$ cat config.mk
export PLATFORM = sky130hd
export DESIGN_NAME = prc_back
export DESIGN_NICKNAME = d
export VERILOG_FILES = /design/src/rtl/prc_pkg.sv /design/src/rtl/prc_back.sv
export SDC_FILE = /design/constraint.sdc
export NUM_CORES = 1
export LEC_CHECK = 0
export BUFFER_PORTS_ARGS = -buffer_cell sky130_fd_sc_hd__buf_2
export CAP_MARGIN = 10
export CORE_MARGIN = 2
export CORE_UTILIZATION = 67
export DETAILED_ROUTE_END_ITERATION = 8
export PLACE_DENSITY = 0.88
export SLEW_MARGIN = 20
export SYNTH_ARGS = -nofsm -noshare
export SYNTH_HDL_FRONTEND = slang
export SYNTH_SLANG_ARGS = --single-unit
export TNS_END_PERCENT = 20
$ cat constraint.sdc
create_clock -name clk_i -period 7.5 [get_ports clk_i]
set_input_delay 1.5 -clock clk_i [delete_from_list [all_inputs] [get_ports clk_i]]
set_output_delay 1.5 -clock clk_i [all_outputs]
set_load 0.005 [all_outputs]
$ cat src/rtl/prc_pkg.sv
`default_nettype none

package prc_pkg;

  localparam int NumDigits = 9;
  localparam int DigitW    = 4;
  localparam int InW       = 30;
  localparam int RankW     = 19;
  localparam int CntW      = 4;

  // Reduce an input of ten decimal digits to its low nine.
  localparam logic [InW-1:0] Billion = 30'd1_000_000_000;

  // Division by ten: q = (v * RecipDiv10) >> RecipShift, exact for any 32-bit v.
  localparam int             RecipW     = 32;
  localparam logic [RecipW-1:0] RecipDiv10 = 32'hCCCC_CCCD;
  localparam int             RecipShift = 35;
  localparam int             ProdW      = InW + RecipW;

  // Weight of a count by the number of positions after it.
  localparam logic [RankW-1:0] Factorial [NumDigits] = '{
    19'd1, 19'd1, 19'd2, 19'd6, 19'd24, 19'd120, 19'd720, 19'd5040, 19'd40320
  };

  // Position 0 is the most significant digit.
  typedef logic [NumDigits-1:0][DigitW-1:0] digits_t;

  typedef struct packed {
    logic full;
    logic empty;
  } q_stat_t;

endpackage

`default_nettype wire

$ cat src/rtl/prc_back.sv
`default_nettype none

module prc_back
  import prc_pkg::*;
(
  input  wire logic             clk_i,
  input  wire logic             rst_ni,
  input  wire q_stat_t          q_stat_i,
  output logic                  pop_o,
  input  wire digits_t          pop_digits_i,
  output logic                  out_valid_o,
  input  wire logic             out_stall_i,
  output logic [RankW-1:0]      rank_o
);

  localparam int Split = 5;

  logic                 be_en;
  logic                 cnt_vld_q;
  logic                 sum_vld_q;
  logic                 out_vld_q;
  logic [CntW-1:0]      cnt_d [NumDigits];
  logic [CntW-1:0]      cnt_q [NumDigits];
  logic [RankW-1:0]     term  [NumDigits];
  logic [RankW-1:0]     sum_lo_d;
  logic [RankW-1:0]     sum_hi_d;
  logic [RankW-1:0]     sum_lo_q;
  logic [RankW-1:0]     sum_hi_q;
  logic [RankW-1:0]     rank_q;

  // Advance all stages together unless the held result is stalled.
  assign be_en = !out_vld_q || !out_stall_i;
  assign pop_o = be_en && !q_stat_i.empty;

  // Count later digits that are smaller than each position.
  always_comb begin
    for (int i = 0; i < NumDigits; i++) begin
      cnt_d[i] = '0;
      for (int j = i + 1; j < NumDigits; j++) begin
        cnt_d[i] = cnt_d[i] + CntW'(pop_digits_i[j] < pop_digits_i[i]);
      end
    end
  end

  always_comb begin
    for (int i = 0; i < NumDigits; i++) begin
      term[i] = RankW'(cnt_q[i]) * Factorial[NumDigits-1-i];
    end
    sum_lo_d = '0;
    sum_hi_d = '0;
    for (int i = 0; i < Split; i++) begin
      sum_lo_d = sum_lo_d + term[i];
    end
    for (int i = Split; i < NumDigits; i++) begin
      sum_hi_d = sum_hi_d + term[i];
    end
  end

  always_ff @(posedge clk_i or negedge rst_ni) begin
    if (!rst_ni) begin
      cnt_vld_q <= 1'b0;
      sum_vld_q <= 1'b0;
      out_vld_q <= 1'b0;
    end else if (be_en) begin
      cnt_vld_q <= !q_stat_i.empty;
      sum_vld_q <= cnt_vld_q;
      out_vld_q <= sum_vld_q;
    end
  end

  always_ff @(posedge clk_i) begin
    if (be_en) begin
      cnt_q    <= cnt_d;
      sum_lo_q <= sum_lo_d;
      sum_hi_q <= sum_hi_d;
      rank_q   <= sum_lo_q + sum_hi_q;
    end
  end

  assign out_valid_o = out_vld_q;
  assign rank_o      = rank_q;

endmodule

`default_nettype wire

* Word level (Yosys, flattened, before mapping)
Cells that the tools add are included.
Widths: inputs -> output; s select.
** Word-level totals
- Flip-flop bits (word level) :: 89
- Input port bits :: 41
- Output and inout bits :: 21
- Logic and storage cells :: 96
** Operators by class
- Add/sub/neg operators :: 35
- Multiply operators :: 6
- Magnitude comparators :: 36
- Reduce and logical (&&, ||, !) cells :: 5
** Operator list (number)
- $lt 4x4->1 :: 36
- $add 4x1->4 :: 10
- $add 3x1->4 :: 5
- $add 19x11->19 :: 1
- $add 19x14->19 :: 1
- $add 19x17->19 :: 1
- $add 19x19->19 :: 1
- $add 19x9->19 :: 1
- $add 2x1->3 :: 6
- $add 1x1->2 :: 7
- $mul 4x9->13 const B :: 1
- $mul 4x2->6 const B :: 2
- $mul 4x9->12 const B :: 1
- $mul 4x6->10 const B :: 1
- $add 8x1->9 :: 1
- $add 7x5->8 :: 1
- $mul 4x4->8 const B :: 1
- $logic_not 1->1 :: 3
- $logic_and 1x1->1 :: 1
- $logic_or 1x1->1 :: 1

* Depth between registers and ports, before layout
- Word-level depth :: 8
- Depth in mapped cells :: 20
- Depth with buffers taken out :: 20

* Least setup slack after synthesis
Ideal clock, no wire load.
- Path type :: register to register
- From :: reg cnt_q[20] (netlist bit)
- To :: reg sum_lo_q[17] (data pin)
- Setup time :: 0.259 ns
- Data arrival time :: 4.729 ns
- Required time :: 7.241 ns
- Path slack :: 2.512 ns
- Stages on the path, launching flop included :: 18
- Buffers on the path :: 0
- Clock period less this slack :: 4.988 ns
- Cells stage by stage :: edfxtp_1 > fa_1 > ha_1 > maj3_1 > a21oi_1 > nor2b_1 > o21a_1 > fa_1 > inv_1 > fa_1 > inv_1 > ha_1 > ha_1 > or4_1 > o21ai_2 > a21oi_2 > a41oi_2 > xnor2_1
** On the way
- Cells in the longest elaborated chain, start to end :: 3
** RTL lines
- from (decl) :: line prc_back.sv:23 : logic [CntW-1:0] cnt_q [NumDigits];
- from (signal assigned) :: line prc_back.sv:73 : cnt_q <= cnt_d;
- $mul 4x4->8 :: line prc_back.sv:47 : term[i] = RankW'(cnt_q[i]) * Factorial[NumDigits-1-i];
- $add 19x11->19 :: line prc_back.sv:52 : sum_lo_d = sum_lo_d + term[i];
- $add 19x9->19 :: line prc_back.sv:52
- net sum_lo_d[17] :: line prc_back.sv:25 : logic [RankW-1:0] sum_lo_d;
- to (signal assigned) :: line prc_back.sv:74 : sum_lo_q <= sum_lo_d;
- to (decl) :: line prc_back.sv:27 : logic [RankW-1:0] sum_lo_q;
The timed path passes the listed nets, and every way through them passes these cells.
A chain may end at the register's enable or synchronous reset.

* Worst setup path in the final report
- From :: reg cnt_q[20] (netlist bit)
- To :: reg sum_lo_q[14] (data pin)
Same word-level chain as after synthesis.

==> run metrics <==
status=finished, final reports clean; cell row count=39; Post-synth EDFFs=62; layout cells sized above 1=10.3%; Avg Cell Area, Syn=about 11 um^2; htree depth=3; crit path DAT=roughly 5700 ps; CP Launch Type=flip-flop; cts hold-fix bufs=0; # diodes=0; clk slew on worst S/H paths=60 ps; Die W=113 um; RR Endpoint=sum_lo_q[14]; critical path required time=7580 ps; # Max-Cap Violations=0; Mapped Cells=around 750; Resize count post-CTS=0; HP Class=reg -> reg; CTS max path bufs=2; Final period util=roughly 74%; Post-synth top cells=ha_1, inv_1, a21o_1, edfxtp_1, a21oi_1; setup ws final=between 1500 and 2000 ps; Core Region=about 0.012 mm^2; port bufs=60; Die Y=113 um; pin count of the biggest net entering global routing=65; Register-to-Register Path Depth=17; Post-synth top flop=edfxtp_1; worst hold start=sum_hi_q[2]; RSZ-0062 raised after global routing=no; fin crit period=5570 ps; GRT Util Overall=29.5%; global-route wire length before repair=30.1 mm; final WL=18.1 mm; max frequency=approximately 180 MHz; Mapped Nets=roughly 1000; Finish-stage setup viols=0; later-pin clock latency in the skew report=330 ps; Max Slew Vio Count=0; # Post-CTS Setup Buffers=0; CTS tree=yes; clk root buf=clkbuf_16; Yosys top cell by area=ha_1; pre-CTS WS=2100 ps; post-synthesis sequential area ratio=24.2%; most frequent cell after synthesis=ha_1; Worst setup EP type=flip-flop; worst relative slew slack=48.2%; Worst Max-Slew Pin Slew=777 ps; vias post-DR=5939; synth unique cells=46; starting DRC count in detailed routing=415; hold path endpoint=rank_o[2]; WS Path Type=reg -> reg; 1st-pass router iterations=5; synth warn=0; gr ovfl total=0; Initial Util=69.2%; Mapped Area=0.00801 mm^2; final hold vios=0; CP Max Fanout=5; I/O pin cnt=62; synth top area cells=ha_1, edfxtp_1, fa_1; ys async rst share=4.62%; DRC Markers=0; Hold Crit Depth=0; post-route ant nets=0; CTS sink count=65; flop-to-flop setup slack=1930 ps; DIE AREA=about 0.013 mm^2; Vias/cell=6.11; synth-to-layout area growth=10.4%; TritonCTS buffer count=9; Worst Setup SP=cnt_q[20]; initial antenna violation count=0; hpwl dp=13.3 mm; WL/cell=18.6 um; NumNets Final=1116; Clock Skew=7.48 ps; vias in the first global route=approximately 6400; Setup TNS=0 ps; top cell type's share of synthesized area=approximately a third; Placer Congestion=0.912; Reg-to-Reg Start=cnt_q[20]; Seq cells post-synth=65
[per-stage QoR]
step	instance area (um^2)	std cells	hold slack [ps]	utilization, %
global placement	8500	956	403	73.5
finish	8840	972	421	76.4
CTS	8840	972	421	76.4
floorplan	8010	752	400	-
global route	8840	972	426	76.4
detailed placement	8500	956	406	73.5
[cell usage in the layout, fill, tap and decap left out, types with 3 or more instances in the layout]
master and instances:
a31oi_1 3, edfxtp_1 62, nor2b_1 14, bufinv_16 3
inv_1 98, ha_1 206, clkbuf_16 9, buf_2 60
nor3_1 7, xnor2_1 28, nand3_1 4, xor2_1 20
and3_1 7, a21oi_1 54, fa_1 45, dfrtp_1 3
o21bai_1 3, nand2_1 17, o21ai_0 6, nor2_1 13
a21o_1 66, o21ai_1 9, o21a_1 5, nand2b_1 49
[cells by family (layout without fill, tap and decap cells)]
kind of cell / Yosys count / in the layout / share of synthesized area, %
xor gates and xnor gates: 48 / 48 / 5.25
AOI/OAI and AO/OA: 167 / 167 / 13.9
and+or+nand+nor: 120 / 120 / 8.28
DFF: 65 / 65 / 24.2
buffers and inverters: 98 / 175 / 4.59
muxes: 2 / 2 / 0.266
adders and majority gates: 252 / 252 / 43.6
[area by class of cell]
class	count	area, um^2
Tap cell	143	179
Clock buffer	10	229
Fill cell	704	2730
Timing Repair Buffer	61	308
Inverter	98	368
Clock inverter	6	114
Sequential cell	65	1940
Multi-Input combinational cell	589	5710
[routing by layer]
layer	up-vias	GRT usage (%)	part of all wire [%]
met5	-	0	0
met4	0	12.2	3.6
met3	59	3.37	5.0
met2	247	54.5	52
met1	2826	34.8	39
li1	2807	-	-
[worst max path at each step]
stage and endpoint:
5_1_grt sum_lo_q[14], 2_1_floorplan sum_lo_q[17], 6_report sum_lo_q[14], 3_3_place_gp sum_lo_q[14], 4_1_cts sum_lo_q[18], 3_5_place_dp sum_lo_q[18]
[sequential cells by signal, indices dropped and copies added (netlist names)]
| name | flops |
|---|---|
| sum_hi_q | 6 |
| cnt_q | 21 |
| sum_vld_q | 1 |
| rank_o | 19 |
| out_valid_o | 1 |
| cnt_vld_q | 1 |
| sum_lo_q | 16 |
[critical path, stage by stage (launching register included)]
cell,delay [ps]
edfxtp_1,500
fa_1,530
ha_1,390
xor2_1,200
ha_1,200
a21oi_1,220
xnor2_1,120
fa_1,500
inv_1,50
fa_1,460
fa_1,580
inv_1,70
ha_1,350
nor2b_1,170
o31a_1,300
o31ai_2,380
a21oi_1,140
xor2_1,170
Power is left out: the tool's default activity adds up to more than one toggle a clock period on the data nets, which glitch-free logic cannot reach.
