[src/rtl/prc_pkg.sv]
`default_nettype none

package prc_pkg;

  localparam int NumDigits = 9;
  localparam int DigitW    = 4;
  localparam int InW       = 30;
  localparam int RankW     = 19;
  localparam int CntW      = 4;

  // Reduce an input of ten decimal digits to its low nine.
  localparam logic [InW-1:0] Billion = 30'd1_000_000_000;

  // Division by ten: q = (v * RecipDiv10) >> RecipShift, exact for any 32-bit v.
  localparam int             RecipW     = 32;
  localparam logic [RecipW-1:0] RecipDiv10 = 32'hCCCC_CCCD;
  localparam int             RecipShift = 35;
  localparam int             ProdW      = InW + RecipW;

  // Weight of a count by the number of positions after it.
  localparam logic [RankW-1:0] Factorial [NumDigits] = '{
    19'd1, 19'd1, 19'd2, 19'd6, 19'd24, 19'd120, 19'd720, 19'd5040, 19'd40320
  };

  // Position 0 is the most significant digit.
  typedef logic [NumDigits-1:0][DigitW-1:0] digits_t;

  typedef struct packed {
    logic full;
    logic empty;
  } q_stat_t;

endpackage

`default_nettype wire

[src/rtl/prc_queue.sv]
`default_nettype none

module prc_queue
  import prc_pkg::*;
#(
  parameter int Depth = 4
) (
  input  wire logic    clk_i,
  input  wire logic    rst_ni,
  input  wire logic    push_i,
  input  wire digits_t push_digits_i,
  input  wire logic    pop_i,
  output digits_t      pop_digits_o,
  output q_stat_t      q_stat_o
);

  localparam int PtrW = (Depth > 1) ? $clog2(Depth) : 1;
  localparam int CntW = $clog2(Depth + 1);

  digits_t           mem_q [Depth];
  logic [PtrW-1:0]   wr_ptr_q;
  logic [PtrW-1:0]   rd_ptr_q;
  logic [CntW-1:0]   count_q;
  logic              do_push;
  logic              do_pop;

  assign q_stat_o.full  = (count_q == CntW'(Depth));
  assign q_stat_o.empty = (count_q == '0);
  assign do_push        = push_i && !q_stat_o.full;
  assign do_pop         = pop_i && !q_stat_o.empty;
  assign pop_digits_o   = mem_q[rd_ptr_q];

  always_ff @(posedge clk_i or negedge rst_ni) begin
    if (!rst_ni) begin
      wr_ptr_q <= '0;
      rd_ptr_q <= '0;
      count_q  <= '0;
    end else begin
      if (do_push) begin
        wr_ptr_q <= (wr_ptr_q == PtrW'(Depth - 1)) ? '0 : wr_ptr_q + 1'b1;
      end
      if (do_pop) begin
        rd_ptr_q <= (rd_ptr_q == PtrW'(Depth - 1)) ? '0 : rd_ptr_q + 1'b1;
      end
      if (do_push && !do_pop) begin
        count_q <= count_q + 1'b1;
      end else if (do_pop && !do_push) begin
        count_q <= count_q - 1'b1;
      end
    end
  end

  always_ff @(posedge clk_i) begin
    if (do_push) begin
      mem_q[wr_ptr_q] <= push_digits_i;
    end
  end

endmodule

`default_nettype wire

[config.mk]
export PLATFORM = sky130hd
export DESIGN_NAME = prc_queue
export DESIGN_NICKNAME = d
export VERILOG_FILES = /design/src/rtl/prc_pkg.sv /design/src/rtl/prc_queue.sv
export SDC_FILE = /design/constraint.sdc
export NUM_CORES = 1
export LEC_CHECK = 0
export BUFFER_PORTS_ARGS = -buffer_cell sky130_fd_sc_hd__buf_2
export CAP_MARGIN = 20
export CORE_UTILIZATION = 55
export CTS_CLUSTER_SIZE = 24
export DETAILED_ROUTE_END_ITERATION = 16
export GPL_TIMING_DRIVEN = 0
export PLACE_DENSITY = 0.77
export SYNTH_ARGS = -nofsm -noshare
export SYNTH_HDL_FRONTEND = slang
export SYNTH_SLANG_ARGS = --single-unit
[constraint.sdc]
create_clock -name clk_i -period 3.6 [get_ports clk_i]
set_input_delay 0.72 -clock clk_i [delete_from_list [all_inputs] [get_ports clk_i]]
set_output_delay 0.72 -clock clk_i [all_outputs]
set_load 0.005 [all_outputs]
; ---- Yosys cells after proc, flatten, opt, wreduce, memory -nomap -nowiden
; Memory sizes are Yosys's and may differ from the RTL's.
; Cells that the tools add are included.
[op_classes]
addsub = 4
n_eq_ne = 3
mux = 6
reduce_logical = 10
[op_table]
columns = operator, count
row1 = $mux 3, 2
row2 = $add 2x1->2 const B, 2
row3 = $eq 2x2->1 const B, 2
row4 = $logic_and 1x1->1, 4
row5 = $logic_not 1->1, 4
row6 = $mux 2, 2
row7 = $add 3x1->3 const B, 1
row8 = $eq 3x3->1 const B, 1
row9 = $logic_not 3->1, 1
row10 = $sub 3x1->3 const B, 1
row11 = $mux 1, 2
row12 = $reduce_bool 2->1, 1
[word_totals]
register_bits = 7
ramBits = 144
input_bits = 40
out_inout_bits = 38
wordCells = 27
mem_count = 1
[mem_list]
columns = name, depth, width, rd, rd_ports_with_merged_regs, write_ports, line
row1 = mem_q, 4, 36, 1, 0, 1, prc_queue.sv:20  ; digits_t mem_q [Depth];

; ---- Longest topological paths before layout
; Gate-level depths: netlist (run 1).
[depth]
word_depth = 7
mapped_depth = 8
mapped_depth_nobuf = 8

; ---- Least setup slack after synthesis (run 1)
; OpenSTA, ideal clock, no wires.
[synth_timing]
path_type = in2reg
from = input push_i
to = memory mem_q[3][0] (netlist name), enable pin
setup_ps = 430
arrival_time_ps = 2295
required_ps = 3170
slack_ps = 875
cell_stages = 2
path_buffers = 0
cell_sequence = nand2_1 > nor2_1
[synth_between]
elab_chain_len = 3
[synth_lines]
columns = element, line
row1 = start: declaration, prc_queue.sv:10  ; input wire logic push_i,
row2 = $logic_and 1x1->1, prc_queue.sv:29  ; assign do_push = push_i && !q_stat_o.full;
row3 = $mux 1, prc_queue.sv:54  ; if (do_push) begin
row4 = $mux 1 (not written as such), prc_queue.sv:55  ; mem_q[wr_ptr_q] <= push_digits_i;
row5 = end: declaration, prc_queue.sv:20
; No other way between the ends.

==> results of run 1 <==
-- cell families (layout without fill, tap and decap cells) --
| family | after synthesis | count (layout) | synth area share, % |
|---|---|---|---|
| compound gates | 2 | 2 | 0.3542 |
| buf+inv | 11 | 123 | 1.284 |
| simple gates | 11 | 11 | 1.350 |
| mux | 40 | 40 | 15.27 |
| xor+xnor | 3 | 3 | 0.4649 |
| flops | 151 | 151 | 79.59 |
| fa+ha+maj | 7 | 7 | 1.682 |
-- final timing paths --
path / from / end / depth (start not counted)
setup / recovery: rd_ptr_q[0] / pop_digits_o[3] / 4
hold / removal: rst_ni / count_q[2] / 1
setup reg to reg: count_q[0] / count_q[2] / 7
hold reg to reg: count_q[2] / count_q[2] / 1
max in group asynchronous: rst_ni / rd_ptr_q[1] / 1
min in group clk_i: push_digits_i[5] / mem_q[0][5] / 1
-- per-stage QoR --
stage / area [µm²] / total power [mW] / util, %
finish: 6940 / 5.881 / 70.36
detailed placement: 6319 / 4.106 / 64.05
CTS: 6940 / 5.961 / 70.36
global route: 6940 / 6.161 / 70.36
floorplan: 5653 / 3.455 / -
global placement: 6205 / 3.988 / 62.90
-- layer usage --
layer,track usage (%),vias to the layer above,part of all wire [%]
met1,24.18,1325,39
met4,7.584,0,1.5
met3,6.922,16,6.3
met5,0,-,0
met2,32.55,98,53
li1,-,1154,-
-- sequential cells by signal (all words and copies together), names as in the netlist --
| name | count |
|---|---|
| rd_ptr_q | 2 |
| mem_q | 144 |
| wr_ptr_q | 2 |
| count_q | 3 |
-- power by group through the flow --
stage	Clock [mW]	Combinational [mW]	Sequential, mW
floorplan	0	1.00	2.45
global placement	0	1.51	2.48
detailed placement	0	1.62	2.49
CTS	1.87	1.64	2.45
global route	1.94	1.74	2.48
finish	1.84	1.59	2.45
-- layout make-up --
type | instances | area share, %
flip-flops and latches | 151 | 64.83
multi-input cells | 63 | 15.74
repair buffers | 81 | 7.031
clock buffers | 18 | 6.021
clock inverters | 13 | 2.939
well taps | 133 | 2.398
plain buffers | 8 | 0.8834
inverters | 3 | 0.1622
-- cells in the final DEF, fill, tap and decap left out, drive strengths merged --
| cell | instances |
|---|---|
| mux2 | 4 |
| buf | 89 |
| a21o | 1 |
| nor3 | 2 |
| nor2b | 1 |
| mux4 | 36 |
| bufinv | 5 |
| xnor2 | 1 |
| nand2 | 1 |
| dfrtp | 7 |
| edfxtp | 144 |
| nor3b | 1 |
| fa | 1 |
| clkinvlp | 3 |
| xor2 | 2 |
| clkinv | 4 |
| o31ai | 1 |
| and2 | 3 |
| nor2 | 3 |
| ha | 6 |
| inv | 4 |
| clkbuf | 18 |
==> reports/qor.yml, run 1 <==
status:
  outcome: "complete, no violations"
power_and_ir_drop:
  p_per_area_nw_per_um2: 847.3
  p_clk_share_pct: 31.3
  switchingPower_mw: 1.534
  max-vdd-ir-drop_v: 0.0004469
  p_seq_share_pct: 41.7
  internal_power_mw: 4.347
  pwr-share-comb_pct: 27.1
  leakage_nw: 2.455
  sw_frac_of_total_pct: 26.09
placed_design:
  dp_hpwl_mm: 5.939
  pre_cts_slack_ns: 1.398
  gp_congestion: 0.6259
  port_buffers: 77
  place_inst: 439
setup_path:
  critPathRequiredTime_ns: 2.88
  slowest_delay_ns: 0.53
  start_kind: "register"
  cpMostUsedCell: "buf_6"
  endpoint_kind: "output port"
  r2r_slack_ns: 1.45
  worstPathCellList: "buf_6 -> buf_6 -> mux4_2 -> buf_2"
  crit_path_top_delay_cell: "mux4_2"
  crit_type: "reg2out"
  worst-path-buf-inv: 3
  arrival_ns: 1.98
  path_max_fanout: 10
  cp_top_family: "buffers and inverters"
cells_and_area:
  fin_cells: 470
  diodes: 0
  area_growth_pct: 22.78
  ff_latch_area_um2: 4499
  fillCellCount: 589
  drive_gt1_share_pct: 48.66
  multi_input_area_um2: 1092
  fin_nets: 372
clock_network:
  clk_transition_reported_paths_ns: 0.06
  clk_root_buffer_cell: "clkbuf_8"
  clk_latency_ns: 0.52
  htreeDepth: 4
  clock-sinks: 151
  clockBufferDepth: 2
  ctsResizeCount: 0
  cts_hold_buffers: 0
  cts_tree: "built"
  numCtsBuffers: 17
  post_cts_buffers: 0
floorplanning:
  die_w_um: 103.4
  initial_core_util_pct: 57.31
  ios: 78
  die-area_um2: 10690
  coreArea_um2: 9864
  placementRows: 36
  die_h_um: 103.4
yosys:
  yosysMostFrequentCell: "edfxtp_1"
  ys.flop_type: "edfxtp_1"
  yosys.cell_types.count: 22
  synth_top_area_share_pct: 76.49
  async_flop_share_pct: 4.636
  yosys.area.top_type: "edfxtp_1"
  ys_top_cells_by_count: "edfxtp_1 (144), mux4_2 (36), dfrtp_1 (7), ha_1 (6), buf_2 (4)"
  synth_nets: 272
  yosysSeqAreaShare_pct: 79.59
  yosysWarnings: 0
  synthesis.area_um2: 5653
  synthTopCellsByArea: "edfxtp_1 (76%), mux4_2 (14%), dfrtp_1 (3.1%)"
  post_synth_inst_count: 225
  ys_ff_latch: 151
  syn_area_per_cell_um2: 25.12
  synth_edf_count: 144
timing:
  rsz0062_at_grt: "no"
  finalCritPeriodShare_pct: 75.10
  setup_viol: 0
  slew_violations: 0
  fin_hold_ws_ns: 0.03819
  fin_crit_ns: 2.704
  worst_slack_ns: 0.8965
  fmax_ghz: 0.3699
  worstMarginPinSlew_ns: 0.6595
  skew_ns: 0.01003
  fin_setup_tns_ns: 0
  slew_headroom_pct: 55.93
  final-hold-violation-count: 0
route:
  wirelength_mm: 9.510
  firstDrtPassIters: 4
  num_vias: 2593
  drt_iter0_drc: 94
  ant_nets: 0
  post_drt_wl_per_cell_um: 20.23
  routed_via_density: 5.517
  route.detailed.drc: 0
global_routing:
  gr-total-overflow: 0
  grt_pass1_wl_mm: 14.15
  grt_usage_pct: 19.73
  grt_pass1_vias: 2688
  grt_max_degree: 25
  antenna_found_initial: 0
hold_path:
  hold_class: "in2async"
flow_run:
  drv_cap: 0
No activity file was read; power rests on OpenSTA's default activity.
==> inputs of run 2 (changes only) <==
--- a/config.mk
+++ b/config.mk
@@ -5,13 +5,14 @@
 export SDC_FILE = /design/constraint.sdc
 export NUM_CORES = 1
 export LEC_CHECK = 0
+export ABC_AREA = 1
 export BUFFER_PORTS_ARGS = -buffer_cell sky130_fd_sc_hd__buf_2
 export CAP_MARGIN = 20
 export CORE_UTILIZATION = 55
 export CTS_CLUSTER_SIZE = 24
 export DETAILED_ROUTE_END_ITERATION = 16
 export GPL_TIMING_DRIVEN = 0
-export PLACE_DENSITY = 0.77
+export PLACE_DENSITY = 0.76
 export SYNTH_ARGS = -nofsm -noshare
 export SYNTH_HDL_FRONTEND = slang
 export SYNTH_SLANG_ARGS = --single-unit
==> constraint.sdc (replaced) <==
create_clock -name clk_i -period 2.65 [get_ports clk_i]
set_input_delay 0.53 -clock clk_i [delete_from_list [all_inputs] [get_ports clk_i]]
set_output_delay 0.53 -clock clk_i [all_outputs]
set_load 0.005 [all_outputs]
==> run 2 against run 1 <==
  * Clock skew is 0.0049 ns lower
  * Die area up 9.5%
  * Highest routed layer is now met5
  * Clock-buffer cell count rose by 2
  * Non-clock buffer count grew 16
==> reports/qor.yml, run 2 <==
clock_network:
  clockBufferDepth: 2  # unchanged
  numCtsBuffers: 17  # unchanged
  ctsResizeCount: 0  # unchanged
  post_cts_buffers: 0  # unchanged
  clk_root_buffer_cell: "clkbuf_16"
  htreeDepth: 4  # unchanged
  cts_tree: "built"
  clk_latency_ns: 0.41  # -0.11 ns
  clock-sinks: 151  # unchanged
  clk_transition_reported_paths_ns: 0.06  # about the same
timing:
  fin_crit_ns: 2.242
  finalCritPeriodShare_pct: 84.62
  rsz0062_at_grt: "no"
  fmax_ghz: 0.4460
  final-hold-violation-count: 0  # unchanged
  slew_headroom_pct: 60.29  # +4.4 points
  slew_violations: 0  # unchanged
  setup_viol: 0  # unchanged
  skew_ns: 0.005111  # -0.004918 ns
  worstMarginPinSlew_ns: 0.5942  # -0.06535 ns
  fin_hold_ws_ns: 0.3233  # +0.2852 ns
yosys:
  yosysWarnings: 0  # unchanged
  ys_top_cells_by_count: "edfxtp_1 (144), nand2_1 (123), inv_1 (87), o211ai_1 (72), buf_6 (12)"
  synthesis.area_um2: 6202  # +9.7%
  yosys.cell_types.count: 16  # -27%
  async_flop_share_pct: 4.636  # unchanged
  ys_ff_latch: 151  # unchanged
  synth_nets: 527  # +94%
  ys.flop_type: "edfxtp_1"
  synth_top_area_share_pct: 69.72  # -6.8 points
  post_synth_inst_count: 480  # +110%
  synth_edf_count: 144  # unchanged
  yosys.area.top_type: "edfxtp_1"
  yosysMostFrequentCell: "edfxtp_1"
  yosysSeqAreaShare_pct: 72.54  # -7.0 points
  synthTopCellsByArea: "edfxtp_1 (70%), o211ai_1 (8.7%), nand2_1 (7.4%)"
  syn_area_per_cell_um2: 12.92  # -49%
power_and_ir_drop:
  max-vdd-ir-drop_v: 0.0008235  # +84%
  p_per_area_nw_per_um2: 1177  # +39%
  leakage_nw: 3.110  # +27%
route:
  num_vias: 3935  # +52%
  route.detailed.drc: 0  # unchanged
  wl_met2_mm: 6.797  # +35%
  routed.top_layer: "met5"
  wl_met1_mm: 5.095  # +37%
  firstDrtPassIters: 4  # unchanged
  dr_wl_met3_um: 825  # +38%
  post_drt_wl_per_cell_um: 17.62  # -13%
  drt_iter0_drc: 224  # +140%
  routed_via_density: 5.361  # -2.8%
  ant_nets: 0  # unchanged
  wirelength_mm: 12.93  # +36%
status:
  outcome: "complete, no violations"
cells_and_area:
  fin_nets: 628  # +69%
  largestRegisters: "mem_q x144, count_q x3"
  post-route-util_pct: 68.99  # -1.4 points
  ff_latch_area_um2: 4499  # unchanged
  largest_reg_flops: 144  # unchanged
  area_growth_pct: 21.65
  diodes: 0  # unchanged
  drive_gt1_share_pct: 23.23  # -25 points
  largest_register: "mem_q"
  final_common_cell: "edfxtp_1"
  multi_input_area_um2: 1205  # +10%
  final_cell_mix: "edfxtp_1 (144), nand2_1 (123), inv_1 (87), buf_2 (85), o211ai_1 (72)"
  fillCellCount: 745  # +26%
floorplanning:
  die_h_um: 108.2  # +4.7%
  placementRows: 38  # +5.6%
  die-area_um2: 11710  # +9.5%
  ios: 78  # unchanged
  coreArea_um2: 10940  # +11%
  initial_core_util_pct: 56.72  # -0.59 points
  die_w_um: 108.2  # +4.7%
setup_path:
  start_kind: "register"
  crit_type: "reg2out"
  path_max_fanout: 10  # unchanged
  critPathRequiredTime_ns: 2.12  # -0.76 ns
  endpoint_kind: "output port"
  arrival_ns: 1.71  # -0.27 ns
global_routing:
  antenna_found_initial: 1  # +1
  gr-total-overflow: 0  # unchanged
  grt_max_degree: 30  # +20%
  grt_pass1_vias: 3989  # +48%
  grt_pass1_wl_mm: 19.89  # +41%
  grt_usage_pct: 24.09  # +4.4 points
placed_design:
  gp_congestion: 0.7424  # +19%
  port_buffers: 77  # unchanged
  dp_hpwl_mm: 7.833  # +32%
hold_path:
  hold_class: "in2reg"
flow_run:
  drv_cap: 0  # unchanged
[run 2: cell types whose count changed in the layout (fill, tap and decap cells not counted), sizes merged, moves of 4 or more]
cell | previous run | this run
nand2 | 1 | 123
inv | 4 | 88
o211ai | 0 | 72
mux4 | 36 | 0
buf | 89 | 104
nand3 | 0 | 7
mux2 | 4 | 0
[run 2: critical path, cell delays in order (launching register included)]
cell and delay (ns):
dfrtp_1 0.44, buf_6 0.18, buf_2 0.20, o211ai_1 0.23
nand2_1 0.11, buf_2 0.14
[run 2: cell families after synthesis]
logic type      after synthesis  share of synthesized area, %
flops                       151                         72.54
simple gates                137                         8.473
buf+inv                     111                         8.513
compound gates               73                         8.796
fa+ha+maj                     7                         1.533
xor+xnor                      1                        0.1412
[run 2: layout make-up]
| type | instances | area share, % |
|---|---|---|
| clock buffer | 20 | 5.788 |
| buffer | 23 | 2.620 |
| tap | 140 | 2.322 |
| sequential | 151 | 59.64 |
| multi-input combinational | 218 | 15.97 |
| timing repair buffer | 82 | 6.302 |
| inverter | 88 | 4.378 |
| clock inverter | 12 | 2.985 |
[run 2: final timing paths]
check	from	end	slack, ns	depth (start not counted)
max	rd_ptr_q[0]	pop_digits_o[4]	0.41	5
min	push_digits_i[23]	mem_q[1][23]	0.32	1
max reg2reg	count_q[0]	count_q[1]	0.41	9
min reg2reg	count_q[2]	count_q[2]	0.51	2
max in group asynchronous	rst_ni	rd_ptr_q[1]	2.01	2
min in group asynchronous	rst_ni	count_q[1]	0.48	2
[run 2: through the flow]
step / instances / TNS, ns / area, µm² / worst slack (ns) / power [mW]
2_1_floorplan: 480 / -3.684 / 6202 / -0.02558 / 5.037
3_3_place_gp: 697 / -180.17 / 6763 / -1.328 / 6.039
3_5_place_dp: 701 / 0 / 6873 / 0.4459 / 6.228
4_1_cts: 734 / 0 / 7545 / 0.4026 / 8.940
5_1_grt: 734 / 0 / 7545 / 0.2201 / 9.359
6_report: 734 / 0 / 7545 / 0.4076 / 8.876
[run 2: power by group]
part | internal, mW | switching [mW]
Clock | 1.77 | 0.915
Combinational | 1.12 | 1.78
Sequential | 3.14 | 0.152
[run 2: what timing repair did]
| item | in CTS | in global routing |
|---|---|---|
| endpoints found under the hold margin | 7 | 0 |
| setup endpoints to repair | 0 | 0 |
| hold buffers | 1 | 0 |
[run 2: layer usage]
metal  up-vias  global-route usage (%)
met5         -                       0
met4         2                   9.589
met3        23                   7.294
met2       132                   42.40
met1      1919                   27.36
li1       1859                       -
==> inputs of run 3 (changes only) <==
--- a/config.mk
+++ b/config.mk
@@ -5,14 +5,14 @@
 export SDC_FILE = /design/constraint.sdc
 export NUM_CORES = 1
 export LEC_CHECK = 0
-export ABC_AREA = 1
+export ABC_AREA = 0
 export BUFFER_PORTS_ARGS = -buffer_cell sky130_fd_sc_hd__buf_2
 export CAP_MARGIN = 20
-export CORE_UTILIZATION = 55
+export CORE_UTILIZATION = 51
 export CTS_CLUSTER_SIZE = 24
 export DETAILED_ROUTE_END_ITERATION = 16
 export GPL_TIMING_DRIVEN = 0
-export PLACE_DENSITY = 0.76
+export PLACE_DENSITY = 0.75
 export SYNTH_ARGS = -nofsm -noshare
 export SYNTH_HDL_FRONTEND = slang
 export SYNTH_SLANG_ARGS = --single-unit
==> constraint.sdc (replaced) <==
create_clock -name clk_i -period 1.93 [get_ports clk_i]
set_input_delay 0.386 -clock clk_i [delete_from_list [all_inputs] [get_ports clk_i]]
set_output_delay 0.386 -clock clk_i [all_outputs]
set_load 0.005 [all_outputs]
==> run 3 against run 2 <==
  * The flow now finishes with violations (negative setup slack)
  * Wire length shrank 25%
  * Sequential share of layout area is 3.5 points higher
  * Global-route usage shrank 6.0 points
  * Clock skew hardly changed
  * Critical endpoint is now pop_digits_o[0]
==> reports/qor.yml, run 3 (synthesis gave the netlist of run 1 again) <==
status:
  outcome: "complete, but fails checks"
  violations: "negative setup slack"
setup_path:
  crit_path_top_delay_cell: "mux4_2"
  arrival_ns: 1.86  # +0.15 ns
  crit_type: "reg2out"
  worst-path-buf-inv: 3  # unchanged
  endpoint_kind: "output port"
  cp_top_family: "multiplexers"
  path_max_fanout: 7  # -3
  slowest_delay_ns: 0.49  # +0.05 ns
  worstPathCellList: "buf_12 -> clkbuf_16 -> mux4_2 -> buf_2"
  start_kind: "register"
  critPathRequiredTime_ns: 1.54  # -0.58 ns
timing:
  finalCritPeriodShare_pct: 116.2
  final-hold-violation-count: 0  # unchanged
  fmax_ghz: 0.4459
  fin_hold_ws_ns: 0.08585  # -0.2375 ns
  worst_slack_ns: -0.3128  # -0.7204 ns
  fin_setup_tns_ns: -10.59  # -10.59 ns
  rsz0062_at_grt: "yes"
  slew_violations: 0  # unchanged
  worstMarginPinSlew_ns: 0.6038  # +0.009600 ns
  slew_headroom_pct: 59.65  # -0.64 points
  fin_crit_ns: 2.243
  skew_ns: 0.005146  # +0.00003517 ns
  setup_viol: 36  # +36
clock_network:
  htreeDepth: 4  # unchanged
  numCtsBuffers: 17  # unchanged
  clk_root_buffer_cell: "clkbuf_8"
  clk_transition_reported_paths_ns: 0.06  # about the same
  clk_latency_ns: 0.51  # +0.10 ns
  cts_tree: "built"
  clock-sinks: 151  # unchanged
  clockBufferDepth: 2  # unchanged
power_and_ir_drop:
  max-vdd-ir-drop_v: 0.0008134  # -1.2%
  leakage_nw: 2.528  # -19%
  finalPower_mw: 11.21  # +26%
  p_per_area_nw_per_um2: 1573  # +34%
route:
  wirelength_mm: 9.638  # -25%
  post_drt_wl_per_cell_um: 19.59  # +11%
  ant_nets: 0  # unchanged
  firstDrtPassIters: 4  # unchanged
  route.detailed.drc: 0  # unchanged
  routed_via_density: 5.427  # +1.2%
  drt_iter0_drc: 170  # -24%
  num_vias: 2670  # -32%
floorplanning:
  ios: 78  # unchanged
  die-area_um2: 11510  # -1.7%
  coreArea_um2: 10840  # -0.87%
  die_h_um: 107.3  # -0.84%
  placementRows: 38  # unchanged
  die_w_um: 107.3  # -0.84%
  initial_core_util_pct: 52.15  # -4.6 points
flow_run:
  drv_cap: 0  # unchanged
global_routing:
  antenna_found_initial: 0  # -1
  grt_max_degree: 37  # +23%
  grt_usage_pct: 18.10  # -6.0 points
  grt_pass1_wl_mm: 14.48  # -27%
  grt_pass1_vias: 2733  # -31%
  gr-total-overflow: 0  # unchanged
cells_and_area:
  final_area_um2: 7127  # -5.5%
  largestRegisters: "mem_q x144, count_q x3"
  final_cell_mix: "edfxtp_1 (144), buf_2 (72), mux4_2 (36), clkbuf_16 (19), buf_4 (14)"
  fin_nets: 387  # -38%
  largest_register: "mem_q"
  largest_reg_flops: 144  # unchanged
  fin_cells: 492  # -33%
  final_common_cell: "edfxtp_1"
  diodes: 0  # unchanged
  drive_gt1_share_pct: 52.27  # +29 points
  area_growth_pct: 26.07
placed_design:
  place_inst: 443  # -37%
  placed_cell_area_um2: 6245  # -9.1%
  gp_congestion: 0.6795  # -8.5%
  dp_hpwl_mm: 5.522  # -30%
  port_buffers: 77  # unchanged
hold_path:
  hold_class: "in2reg"
[run 3: metrics by stage]
stage	utilization [%]	setup WS, ns
after global placement	57.38	-0.7746
after global routing	65.74	-0.3793
final	65.74	-0.3128
after floorplan	-	-0.03204
after CTS	64.35	-0.3550
after detailed placement	57.61	-0.2191
[run 3: worst reg2reg max path, cell delays in order, from the launching register on]
cell and delay [ns]:
dfrtp_2 0.47, nor3b_4 0.29, nor2b_4 0.08, ha_2 0.20
inv_2 0.06, fa_2 0.43, mux2_2 0.27
[run 3: cell type report]
| class | instances | area (µm²) |
|---|---|---|
| Timing Repair Buffer | 96 | 634.4 |
| Inverter | 3 | 11.26 |
| Clock buffer | 18 | 417.9 |
| Buffer | 8 | 117.6 |
| Clock inverter | 13 | 157.7 |
| Sequential cell | 151 | 4503 |
| Tap cell | 140 | 175.2 |
| Fill cell | 735 | 3714 |
| Multi-Input combinational cell | 63 | 1110 |
[run 3: path summary, 6_finish.rpt]
| path | start | to | slack [ns] | depth (start not counted) |
|---|---|---|---|---|
| setup / recovery | rd_ptr_q[0] | pop_digits_o[0] | -0.31 | 4 |
| hold / removal | push_digits_i[31] | mem_q[0][31] | 0.09 | 1 |
| setup reg to reg | count_q[0] | count_q[1] | 0.03 | 6 |
| hold reg to reg | wr_ptr_q[1] | wr_ptr_q[1] | 0.58 | 1 |
| max in group asynchronous | rst_ni | count_q[1] | 1.51 | 2 |
| min in group asynchronous | rst_ni | count_q[2] | 0.24 | 2 |
[run 3: power breakdown]
group          switching (mW)  total (mW)  internal [mW]
clock                    1.22        3.17           1.95
combinational            1.52        3.47           1.95
sequential              0.224        4.57           4.35
[run 3: what timing repair did]
| action | 4_1_cts | 5_1_grt |
|---|---|---|
| hold buffers | 1 | 0 |
| cloned | 0 | 3 |
| resized for setup | 24 | 8 |
| hold endpoints to repair | 7 | 0 |
| pin swaps | 5 | 7 |
| buffers inserted | 9 | 5 |
| endpoints found under the setup margin | 147 | 38 |
[run 3: metal layers]
metal / part of all wire (%) / routed length (µm) / global-route usage [%]
met4: 1.3 / 123 / 7.828
met3: 4.6 / 439 / 4.903
met5: 0 / 0 / 0
met1: 42 / 4018 / 22.88
met2: 52 / 5057 / 29.68
